**src/tlbpt_pkg.sv**
```systemverilog
// Shared types and constants of the TLB / page table translator.
// Item payloads, sequencer states and the controller to datapath command and status.
package tlbpt_pkg;

  localparam int unsigned VA_W  = 16;
  localparam int unsigned PA_W  = 16;
  localparam int unsigned CNT_W = 32;

  typedef struct packed {
    logic [VA_W-1:0] virtual_address;
  } va_item_t;

  typedef struct packed {
    logic [PA_W-1:0]  physical_address;
    logic             tlb_hit;
    logic             page_fault;
    logic [CNT_W-1:0] hit_total;
    logic [CNT_W-1:0] fault_total;
  } pa_item_t;

  typedef enum logic [2:0] {
    ST_CLEAR,
    ST_IDLE,
    ST_PAGE,
    ST_LOOK,
    ST_RESOLVE
  } ctrl_state_e;

  typedef struct packed {
    logic clear_en;
    logic in_ready;
    logic page_en;
    logic look_en;
    logic resolve_en;
  } ctrl_cmd_t;

  typedef struct packed {
    logic clear_last;
    logic out_free;
  } ctrl_stat_t;

endpackage

```
**src/tlbpt_stream_if.sv**
```systemverilog
// Valid/ready stream channel carrying one item payload.
// The payload type is chosen where the channel is instantiated.
interface tlbpt_stream_if #(
  parameter type payload_t = logic
);
  logic     valid;
  logic     ready;
  payload_t data;

  modport source (output valid, output data, input ready);
  modport sink   (input valid, input data, output ready);
endinterface

```
**src/tlbpt_ctrl.sv**
```systemverilog
// Sequencer of the translator: clearing pass, capture, page index, lookup, resolve.
// Depends on tlbpt_pkg for the state, command and status types.
module tlbpt_ctrl import tlbpt_pkg::*; (
  input  logic       clk_i,
  input  logic       rst_ni,
  input  logic       in_valid_i,
  input  ctrl_stat_t stat_i,
  output ctrl_cmd_t  cmd_o
);

  ctrl_state_e state_q, state_d;

  always_ff @(posedge clk_i or negedge rst_ni) begin
    if (!rst_ni) begin
      state_q <= ST_CLEAR;
    end else begin
      state_q <= state_d;
    end
  end

  always_comb begin
    state_d = state_q;
    cmd_o   = '0;
    case (state_q)
      ST_CLEAR: begin
        cmd_o.clear_en = 1'b1;
        if (stat_i.clear_last) state_d = ST_IDLE;
      end
      ST_IDLE: begin
        cmd_o.in_ready = 1'b1;
        if (in_valid_i) state_d = ST_PAGE;
      end
      ST_PAGE: begin
        cmd_o.page_en = 1'b1;
        state_d       = ST_LOOK;
      end
      ST_LOOK: begin
        cmd_o.look_en = 1'b1;
        state_d       = ST_RESOLVE;
      end
      ST_RESOLVE: begin
        // hold until the output register can take the result
        if (stat_i.out_free) begin
          cmd_o.resolve_en = 1'b1;
          state_d          = ST_IDLE;
        end
      end
      default: begin
        state_d = ST_CLEAR;
      end
    endcase
  end

endmodule

```
**src/tlbpt_datapath.sv**
```systemverilog
// Datapath of the translator: page index, TLB entries, page table memory,
// frame allocator, saturating totals and output register. Depends on tlbpt_pkg.
module tlbpt_datapath import tlbpt_pkg::*; #(
  parameter int unsigned TLB_ENTRIES = 16,
  parameter int unsigned PAGE_COUNT  = 256,
  parameter int unsigned OFFSET_BITS = 8
) (
  input  logic       clk_i,
  input  logic       rst_ni,
  input  ctrl_cmd_t  cmd_i,
  output ctrl_stat_t stat_o,
  input  logic       in_valid_i,
  input  va_item_t   in_data_i,
  input  logic       out_ready_i,
  output logic       out_valid_o,
  output pa_item_t   out_data_o
);

  localparam int unsigned TLB_IW   = $clog2(TLB_ENTRIES);
  localparam int unsigned PAGE_W   = $clog2(PAGE_COUNT);
  localparam int unsigned NFF_W    = $clog2(PAGE_COUNT + 1);
  localparam int unsigned RAW_W    = (OFFSET_BITS < VA_W) ? (VA_W - OFFSET_BITS) : 1;
  localparam int unsigned RECIP_SH = 24;
  localparam logic [31:0] RECIP    = 32'((64'd1 << RECIP_SH) / PAGE_COUNT);
  localparam logic [31:0] PC32     = 32'(PAGE_COUNT);
  localparam logic [VA_W-1:0] OFF_MASK = VA_W'((32'd1 << OFFSET_BITS) - 32'd1);
  localparam logic [TLB_IW-1:0] FIFO_LAST  = TLB_IW'(TLB_ENTRIES - 1);
  localparam logic [PAGE_W-1:0] CLEAR_LAST = PAGE_W'(PAGE_COUNT - 1);
  localparam logic [CNT_W-1:0]  CNT_MAX    = '1;

  // capture and quotient estimate
  logic [VA_W-1:0]  va_q;
  logic [RAW_W-1:0] quot_q;
  logic [RAW_W-1:0] raw_in, raw_cur;
  logic [31:0]      prod;
  logic [31:0]      rem;
  logic [PAGE_W-1:0] page_q;

  assign raw_in  = RAW_W'(32'(in_data_i.virtual_address) >> OFFSET_BITS);
  assign raw_cur = RAW_W'(32'(va_q) >> OFFSET_BITS);
  assign prod    = 32'(raw_in) * RECIP;
  assign rem     = 32'(raw_cur) - 32'(quot_q) * PC32;

  always_ff @(posedge clk_i) begin
    if (cmd_i.in_ready && in_valid_i) begin
      va_q   <= in_data_i.virtual_address;
      quot_q <= RAW_W'(prod >> RECIP_SH);
    end
    if (cmd_i.page_en) begin
      // estimate is at most one short: one correction
      page_q <= (rem >= PC32) ? PAGE_W'(rem - PC32) : PAGE_W'(rem);
    end
  end

  // TLB entries
  logic                 tlb_valid_q [TLB_ENTRIES];
  logic [PAGE_W-1:0]    tlb_page_q  [TLB_ENTRIES];
  logic [PAGE_W-1:0]    tlb_frame_q [TLB_ENTRIES];
  logic [TLB_IW-1:0]    fifo_q;
  logic                 look_hit;
  logic [PAGE_W-1:0]    look_frame;
  logic                 hit_q;
  logic [PAGE_W-1:0]    hit_frame_q;

  always_comb begin
    look_hit   = 1'b0;
    look_frame = '0;
    // lowest matching entry wins
    for (int i = TLB_ENTRIES - 1; i >= 0; i--) begin
      if (tlb_valid_q[i] && (tlb_page_q[i] == page_q)) begin
        look_hit   = 1'b1;
        look_frame = tlb_frame_q[i];
      end
    end
  end

  always_ff @(posedge clk_i) begin
    if (cmd_i.look_en) begin
      hit_q       <= look_hit;
      hit_frame_q <= look_frame;
    end
  end

  // page table: valid bit and frame per page, cleared by a sweep after reset
  logic [PAGE_W:0]   map_mem [PAGE_COUNT];
  logic [PAGE_W:0]   map_rd_q;
  logic [PAGE_W-1:0] clr_q;

  // resolve
  logic [NFF_W-1:0]  nff_q;
  logic [CNT_W-1:0]  hit_cnt_q, fault_cnt_q;
  logic [CNT_W-1:0]  hit_cnt_d, fault_cnt_d;
  logic              fault;
  logic [PAGE_W-1:0] frame;

  assign fault = !hit_q && !map_rd_q[PAGE_W];
  assign frame = hit_q            ? hit_frame_q :
                 map_rd_q[PAGE_W] ? map_rd_q[PAGE_W-1:0] : nff_q[PAGE_W-1:0];

  assign hit_cnt_d   = (hit_q && (hit_cnt_q != CNT_MAX)) ? hit_cnt_q + 1'b1 : hit_cnt_q;
  assign fault_cnt_d = (fault && (fault_cnt_q != CNT_MAX)) ? fault_cnt_q + 1'b1
                                                           : fault_cnt_q;

  always_ff @(posedge clk_i) begin
    if (cmd_i.clear_en) begin
      map_mem[clr_q] <= '0;
    end else if (cmd_i.resolve_en && fault) begin
      map_mem[page_q] <= {1'b1, nff_q[PAGE_W-1:0]};
    end
    if (cmd_i.look_en) begin
      map_rd_q <= map_mem[page_q];
    end
  end

  always_ff @(posedge clk_i) begin
    if (cmd_i.resolve_en && !hit_q) begin
      tlb_page_q[fifo_q]  <= page_q;
      tlb_frame_q[fifo_q] <= frame;
    end
  end

  always_ff @(posedge clk_i or negedge rst_ni) begin
    if (!rst_ni) begin
      for (int i = 0; i < TLB_ENTRIES; i++) tlb_valid_q[i] <= 1'b0;
      fifo_q      <= '0;
      clr_q       <= '0;
      nff_q       <= '0;
      hit_cnt_q   <= '0;
      fault_cnt_q <= '0;
    end else begin
      if (cmd_i.clear_en) clr_q <= clr_q + 1'b1;
      if (cmd_i.resolve_en) begin
        hit_cnt_q   <= hit_cnt_d;
        fault_cnt_q <= fault_cnt_d;
        if (!hit_q) begin
          tlb_valid_q[fifo_q] <= 1'b1;
          fifo_q <= (fifo_q == FIFO_LAST) ? '0 : fifo_q + 1'b1;
        end
        if (fault && (nff_q != NFF_W'(PAGE_COUNT))) nff_q <= nff_q + 1'b1;
      end
    end
  end

  // output register
  logic     out_valid_q;
  pa_item_t out_data_q;

  always_ff @(posedge clk_i or negedge rst_ni) begin
    if (!rst_ni) begin
      out_valid_q <= 1'b0;
    end else if (cmd_i.resolve_en) begin
      out_valid_q <= 1'b1;
    end else if (out_ready_i) begin
      out_valid_q <= 1'b0;
    end
  end

  always_ff @(posedge clk_i) begin
    if (cmd_i.resolve_en) begin
      out_data_q.physical_address <= PA_W'((32'(frame) << OFFSET_BITS) |
                                           32'(va_q & OFF_MASK));
      out_data_q.tlb_hit     <= hit_q;
      out_data_q.page_fault  <= fault;
      out_data_q.hit_total   <= hit_cnt_d;
      out_data_q.fault_total <= fault_cnt_d;
    end
  end

  assign out_valid_o       = out_valid_q;
  assign out_data_o        = out_data_q;
  assign stat_o.out_free   = !out_valid_q || out_ready_i;
  assign stat_o.clear_last = (clr_q == CLEAR_LAST);

endmodule

```
**src/tlb_page_table_translator.sv**
```systemverilog
// Top level of the TLB / page table translator with FIFO replacement.
// Depends on tlbpt_pkg, tlbpt_stream_if, tlbpt_ctrl and tlbpt_datapath.
//
// Use:
//   in_if  (sink)   carries one virtual address per item: page number above the
//                   low OFFSET_BITS offset bits.
//   out_if (source) carries one result per item: physical address, TLB hit and
//                   page fault flags, and saturating hit and fault totals.
//   Both channels move an item on a rising edge with valid and ready high.
// Sequence:
//   After reset the page table is swept clear, one entry a cycle, through
//   all PAGE_COUNT entries; in_if.ready stays low during the sweep.
//   The sequencer walks capture, page index, TLB compare with page table
//   read, and resolve into the output register; the next item is taken only
//   after the resolve step, so the block works on one item at a time.
//   The page table memory has one port, read in the lookup step and written
//   in the resolve step.
// Stall:
//   A result waits in the output register while out_if.ready is low. The next
//   item is still accepted and worked on; it holds in the resolve step until
//   the output register frees up.
module tlb_page_table_translator import tlbpt_pkg::*; #(
  parameter int unsigned TLB_ENTRIES = 16,
  parameter int unsigned PAGE_COUNT  = 256,
  parameter int unsigned OFFSET_BITS = 8
) (
  input  logic                  clk_i,
  input  logic                  rst_ni,
  tlbpt_stream_if.sink          in_if,
  tlbpt_stream_if.source        out_if
);

  ctrl_cmd_t  cmd;
  ctrl_stat_t stat;
  pa_item_t   out_data;
  va_item_t   in_data;

  assign in_data     = in_if.data;
  assign in_if.ready = cmd.in_ready;
  assign out_if.data = out_data;

  tlbpt_ctrl u_ctrl (
    .clk_i      (clk_i),
    .rst_ni     (rst_ni),
    .in_valid_i (in_if.valid),
    .stat_i     (stat),
    .cmd_o      (cmd)
  );

  tlbpt_datapath #(
    .TLB_ENTRIES (TLB_ENTRIES),
    .PAGE_COUNT  (PAGE_COUNT),
    .OFFSET_BITS (OFFSET_BITS)
  ) u_datapath (
    .clk_i       (clk_i),
    .rst_ni      (rst_ni),
    .cmd_i       (cmd),
    .stat_o      (stat),
    .in_valid_i  (in_if.valid),
    .in_data_i   (in_data),
    .out_ready_i (out_if.ready),
    .out_valid_o (out_if.valid),
    .out_data_o  (out_data)
  );

  // one item in flight: no new item during page index and lookup
  a_one_in_flight : assert property (@(posedge clk_i) disable iff (!rst_ni)
    (in_if.valid && in_if.ready) |=> !in_if.ready ##1 !in_if.ready)
    else $error("item accepted while another is in flight");

  // a result is loaded only when the output register is free
  a_resolve_free : assert property (@(posedge clk_i) disable iff (!rst_ni)
    cmd.resolve_en |-> (!out_if.valid || out_if.ready))
    else $error("result overwrote a waiting item");

  // a fault only happens on a TLB miss
  a_hit_fault_excl : assert property (@(posedge clk_i) disable iff (!rst_ni)
    out_if.valid |-> !(out_if.data.tlb_hit && out_if.data.page_fault))
    else $error("TLB hit flagged as page fault");

  // no item is taken during the clearing sweep
  a_no_accept_clear : assert property (@(posedge clk_i) disable iff (!rst_ni)
    cmd.clear_en |-> !in_if.ready)
    else $error("ready raised during page table clear");

endmodule

```
**src/flat_wrapper.sv**
```systemverilog
// flat-port wrapper written by rule: the top's interface ports become plain ports
module tlb_page_table_translator_flat import tlbpt_pkg::*;
#(
  parameter int unsigned TLB_ENTRIES = 16,
  parameter int unsigned PAGE_COUNT  = 256,
  parameter int unsigned OFFSET_BITS = 8
)
  (clk_i, rst_ni, in_if_valid, in_if_data, in_if_ready, out_if_valid, out_if_data, out_if_ready);
  tlbpt_stream_if #(.payload_t(va_item_t)) in_if_i ();
  tlbpt_stream_if #(.payload_t(pa_item_t)) out_if_i ();
  input  logic clk_i;
  input  logic rst_ni;
  input wire logic [$bits(in_if_i.valid)-1:0] in_if_valid;
  input wire logic [$bits(in_if_i.data)-1:0] in_if_data;
  output wire logic [$bits(in_if_i.ready)-1:0] in_if_ready;
  output wire logic [$bits(out_if_i.valid)-1:0] out_if_valid;
  output wire logic [$bits(out_if_i.data)-1:0] out_if_data;
  input wire logic [$bits(out_if_i.ready)-1:0] out_if_ready;
  assign in_if_i.valid = in_if_valid;
  assign in_if_i.data = in_if_data;
  assign in_if_ready = in_if_i.ready;
  assign out_if_valid = out_if_i.valid;
  assign out_if_data = out_if_i.data;
  assign out_if_i.ready = out_if_ready;
  tlb_page_table_translator #(.TLB_ENTRIES(TLB_ENTRIES), .PAGE_COUNT(PAGE_COUNT), .OFFSET_BITS(OFFSET_BITS)) u_core (.clk_i(clk_i), .rst_ni(rst_ni), .in_if(in_if_i), .out_if(out_if_i));
endmodule
```
**config.mk**
```make
export PLATFORM = sky130hd
export DESIGN_NAME = tlb_page_table_translator_flat
export DESIGN_NICKNAME = d
export VERILOG_FILES = /design/src/tlbpt_pkg.sv /design/src/tlbpt_stream_if.sv /design/src/tlbpt_ctrl.sv /design/src/tlbpt_datapath.sv /design/src/tlb_page_table_translator.sv /design/src/flat_wrapper.sv
export SDC_FILE = /design/constraint.sdc
export NUM_CORES = 2
export LEC_CHECK = 0
export BUFFER_PORTS_ARGS = -buffer_cell sky130_fd_sc_hd__buf_2
export CAP_MARGIN = 20
export CORE_MARGIN = 2
export CORE_UTILIZATION = 35
export CTS_BUF_LIST = sky130_fd_sc_hd__clkbuf_4 sky130_fd_sc_hd__clkbuf_8
export CTS_CLUSTER_SIZE = 12
export DETAILED_ROUTE_END_ITERATION = 6
export REMOVE_ABC_BUFFERS = 1
export SLEW_MARGIN = 20
export SYNTH_ARGS = -nofsm -noshare
export SYNTH_HDL_FRONTEND = slang
export SYNTH_HIERARCHICAL = 1
export SYNTH_SLANG_ARGS = --single-unit
```
**constraint.sdc**
```tcl
create_clock -name clk_i -period 21.6 [get_ports clk_i]
set_input_delay 1.08 -clock clk_i [delete_from_list [all_inputs] [get_ports clk_i]]
set_output_delay 1.08 -clock clk_i [all_outputs]
set_load 0.05 [all_outputs]
```
# After elaboration in Yosys (flattened, before gate mapping)
# Memory sizes are Yosys's and may differ from the RTL's. A register that Yosys moved wholly into a read port is not among the register bits.
# Index checks and enable logic that the tools add are counted.
[op_classes]
add_sub_neg = 6
order_cmp = 3
n_eq_ne = 28
muxes = 47
bitwise_logic = 4
reduce_logical = 35
[op_table]
columns = ["operator", "count"]
rows = [
  ["8-bit 2-to-1 mux", 20],
  ["8-bit == test", 16],
  ["32-bit by 1-bit adder with 32-bit output, second input constant", 2],
  ["32-bit 2-to-1 mux", 2],
  ["32-bit inequality test, second input constant", 2],
  ["1-bit logical AND", 24],
  ["1-bit 2-to-1 mux", 18],
  ["16-bit OR", 1],
  ["16-bit by 8-bit OR with 16-bit output", 1],
  ["3-bit one-hot mux with 5 select lines", 1],
  ["15-bit OR reduction", 1],
  ["9-bit by 1-bit adder with 9-bit output, second input constant", 1],
  ["8-bit by 9-bit greater-or-equal comparator with 1-bit output, second input constant", 1],
  ["3-bit 2-to-1 mux", 3],
  ["9-bit 2-to-1 mux", 1],
  ["9-bit inequality test, second input constant", 1],
  ["9-bit OR reduction", 1],
  ["8-bit by 1-bit adder with 8-bit output, second input constant", 1],
  ["8-bit == test, second input constant", 1],
  ["8-bit by 1-bit subtractor with 8-bit output, second input constant", 1],
  ["3-bit by 2-bit == test with 1-bit output, second input constant", 2],
  ["5-bit greater-or-equal comparator, second input constant", 1],
  ["5-bit by 1-bit < comparator with 1-bit output, second input constant", 1],
  ["4-bit NOT with 5-bit output", 1],
  ["other kinds (15)", 19],
]
[totals]
ff_bits = 220
ramBits = 2560
in_bits = 20
output_inout_bits = 84
word_cells = 158
memories = 3
[memory_table]
columns = ["memory", "depth", "width", "read_ports", "rd_ports_with_merged_regs", "wr", "line", "text"]
rows = [
  ["u_core.u_datapath.map_mem", 256, 9, 1, 1, 1, "tlbpt_datapath.sv:85", "logic [PAGE_W:0] map_mem [PAGE_COUNT];"],
  ["u_core.u_datapath.tlb_frame_q", 16, 8, 16, 0, 1, "tlbpt_datapath.sv:58", "logic [PAGE_W-1:0] tlb_frame_q [TLB_ENTRIES];"],
  ["u_core.u_datapath.tlb_page_q", 16, 8, 16, 0, 1, "tlbpt_datapath.sv:57", "logic [PAGE_W-1:0] tlb_page_q [TLB_ENTRIES];"],
]

# Longest topological paths before layout
# An unclocked memory read counts as a cell.
[logic_depth]
depth_word = 19
depth_mapped = 12
depth_no_buf = 9

# Cells and area by module
# The synthesis kept the hierarchy.
[modules_own_cells]
columns = ["mod", "n_inst", "cells_each", "area_each_um2", "seq_area_each_um2"]
rows = [
  ["tlbpt_datapath", 1, 5160, 109078.4, 83149.7],
  ["tlbpt_ctrl", 1, 20, 186.4, 75.1],
]

# Worst setup path before layout
# OpenSTA, ideal clock, no wires.
[synth_path]
path_kind = "input port to flip-flop"
startpoint = "input out_if_ready"
endpoint = "memory u_core/u_datapath/map_mem[0][4] in the netlist's numbering, data pin"
setup_time_ps = 863
t_arrival_ps = 10354
setup_slack_ps = 10382
stages = 7
n_path_buf = 1
path_cell_list = "nand2b_1 and3_4 nand2b_1 or3_1 clkinv_1 clkbuf_1 and2_1"
[synth_rtl]
columns = ["element", "line", "text"]
rows = [
  ["from (decl)", "flat_wrapper.sv:18", "input wire logic [$bits(out_if_i.ready)-1:0] out_if_ready;"],
  ["to (decl)", "tlbpt_datapath.sv:85", ""],
]

==> impl_metrics.csv <==
group,metric,value,unit
synthesis,synth_flop_cell,"edfxtp_1",
setup_path,endpoint_kind,"flop",
timing,period_needed,6305,ps
finish,post_layout_nonfiller_instances,10060,
global_route,grt_pass1_wl,373700,um
global_route,grt_max_degree,201,
finish,nFillCells,27270,
synthesis,netlist_instances,5180,
clock_tree,postCtsResizedCells,0,
finish,multi_input_area,24760,um2
outcome,status,"finished clean",
setup_path,path_max_fanout,112,
timing,timing.hold.ws,205.0,ps
timing,fmax,158.6,MHz
clock_tree,insertion_delay,1040,ps
clock_tree,cts_setup_buffers,0,
timing,finalSetupViolCount,0,
synthesis,synth_area,109300,um2
finish,final-seq-area,83220,um2
synthesis,yosys.area.top_type,"edfxtp_1",
timing,fin_tns_setup,0,ps
routing,via_count,52300,
synthesis,synthTopCellsByCount,"edfxtp_1 (2,684), mux4_2 (720), nor2_1 (355)",
pwr,vdd_drop_max,0.00005332,V
floorplanning,ios,104,
run,drv_cap,0,
setup_path,start_kind,"flop",
timing,worst_pin_slew,1186,ps
placed_design,place_inst,9269,
routing,ant_nets,0,
synthesis,synth.area.top_cells,"edfxtp_1 (74%), mux4_2 (15%), dfrtp_1 (2.4%)",
clock_tree,path_clk_slew,60,ps
floorplanning,die_w,562.7,um
setup_path,critPathKind,"flop to flop",
timing,fin_crit_sh,29.19,%
setup_path,crit_required,22300,ps
clock_tree,h-tree-depth,5,
synthesis,ys_seq_area_share,76.17,%
global_route,antenna_found_initial,6,
placed_design,place_congestion,0.8290,
routing,vias_per_cell,5.198,
synthesis,async_flop_share,3.765,%
clock_tree,numCtsBuffers,440,
clock_tree,cts_sinks,2789,
clock_tree,holdBufCountCts,0,
timing,hold_viol,0,
synthesis,yosys.cell_count.top_type,"edfxtp_1",
synthesis,yosys_warnings,6,
setup_path,cp.arrival,7000,ps
routing,avgRoutedWirePerCell,25.44,um
pwr,p_per_area,97.11,nW/um2
placed_design,dp_hpwl,151100,um
timing,skew,101.8,ps
finish,finalNetCount,5602,
routing,drc,0,
global_route,grt_pass1_vias,53420,
synthesis,ys_seq_elements,2789,
finish,fin_util,39.72,%
placed_design,portBuffers,103,
routing,drt-initial-drc-count,5544,
floorplanning,core,311100,um2
synthesis,yosys.cell_types.count,72,
clock_tree,cts_root_buffer,"clkbuf_8",
clock_tree,cts_tree,"yes",
pwr,leakage,0.03392,uW
synthesis,yosysTopAreaCellShare,73.76,%
timing,rsz0062_at_grt,"no",
finish,drive_gt1_share,28.70,%
timing,slew_headroom,20.90,%
floorplanning,die_h,562.7,um
hold_path,hp-class,"input port to asynchronous set/reset pin",
synthesis,synth_area_per_cell,21.09,um2
synthesis,synth-edff-count,2684,
floorplanning,die_area,316700,um2
timing,fin_ws,15300,ps
routing,dr.pass1.iters,6,
placed_design,pre_cts_ws,14690,ps
floorplanning,initial_utilization,35.12,%
routing,wirelength,256000,um
global_route,grt_usage,15.96,%
clock_tree,clock_path_buffers,4,
global_route,overflow,0,
finish,area_growth_syn_to_layout,13.11,%
timing,final_max_slew_viol_count,0,
floorplanning,rows,205,
-- worst paths after layout --
kind / cells after the start / startpoint / end / slack, ps
max reg2reg: 9 / u_core/u_ctrl/state_q[0]$_DFFE_PN0P_ / u_core/u_datapath/map_mem[6][6]$_DFFE_PP_ / 15300
max in group asynchronous: 2 / rst_ni / u_core/u_datapath/fault_cnt_q[17]$_DFFE_PN0P_ / 20060
max: 9 / u_core/u_ctrl/state_q[0]$_DFFE_PN0P_ / u_core/u_datapath/map_mem[6][6]$_DFFE_PP_ / 15300
min reg2reg: 0 / u_core/u_datapath/va_q[14]$_DFFE_PP_ / u_core/u_datapath/page_q[6]$_DFFE_PP_ / 380
min: 1 / rst_ni / u_core/u_datapath/hit_cnt_q[22]$_DFFE_PN0P_ / 200
min in group clk_i: 1 / in_if_data[10] / u_core/u_datapath/va_q[10]$_DFFE_PP_ / 220
-- state kept, by name (all words and copies together), names as in the netlist, 4 cells and up --
signal and flops:
u_core/u_datapath/map_rd_q 9, u_core/u_datapath/hit_frame_q 8, u_core/u_datapath/tlb_frame_q 128, u_core/u_datapath/fault_cnt_q 32, u_core/u_datapath/hit_cnt_q 32, u_core/u_datapath/tlb_page_q 128, u_core/u_datapath/va_q 16, u_core/u_datapath/nff_q 9
u_core/u_datapath/tlb_valid_q 16, u_core/u_datapath/map_mem 2304, u_core/u_datapath/clr_q 8, u_core/u_datapath/page_q 8, u_core/u_datapath/out_data_o 82, u_core/u_datapath/fifo_q 4
-- layout make-up --
type / instances / share of cell area, %
diodes: 5 / 0.01012
clock buffers: 600 / 5.968
clock inverters: 185 / 1.135
inverters: 27 / 0.09010
multi-input cells: 2101 / 20.03
flip-flops and latches: 2789 / 67.34
well taps: 4140 / 4.191
repair buffers: 214 / 1.229
-- worst max-delay path, stage by stage (launching register included) --
cell and delay, ps:
dfrtp_1 460, nor2_2 140, and3_4 480, nand2b_1 440
or3_1 820, inv_8 670, buf_4 760, and2_4 600
buf_4 650, buf_4 650
-- power breakdown --
group	internal [uW]	leakage (uW)	switching, uW	total (uW)
Sequential	6020	0.0219	60.6	6080
Combinational	512	0.00738	938	1450
Clock	2410	0.00466	2050	4470
Total	8950	0.0339	3050	12000
-- stage by stage --
step | power, uW | area [um2]
final | 12000 | 123600
after detailed placement | 7664 | 114700
after CTS | 12140 | 123500
after global placement | 7650 | 114700
after global routing | 12430 | 123600
after floorplan | 7607 | 108000
-- kinds of logic (layout without fill, tap and decap cells) --
group / after synthesis / after routing / share of synthesized area (%)
AND/OR/NAND/NOR: 845 / 845 / 3.651
flip-flops: 2789 / 2789 / 76.17
buffers and inverters: 290 / 1026 / 1.281
AO/OA/AOI/OAI: 187 / 187 / 1.145
multiplexers: 793 / 793 / 15.51
XOR/XNOR: 267 / 267 / 2.140
other: 0 / 5 / 0
adder cells (fa/ha/maj): 9 / 9 / 0.1031
-- routing by layer --
layer | track usage [%] | vias up | wire length [um]
li1 | - | 22110 | -
met1 | 21.98 | 27740 | 107200
met2 | 25.37 | 2052 | 122100
met3 | 3.403 | 401 | 19230
met4 | 4.973 | 0 | 7434
met5 | 0 | - | 0
-- layout by cell type (no fill, tap or decap), drive strengths merged, types with 42 or more instances in the layout --
cell type and n:
edfxtp 2684, mux4 720, clkbuf 600, nor2 356
buf 214, xnor2 205, nand2 178, clkinv 149
dfrtp 105, nand3 93, mux2i 71, xor2 62
a21oi 48, inv 42
(Power assumes the default switching activity.)
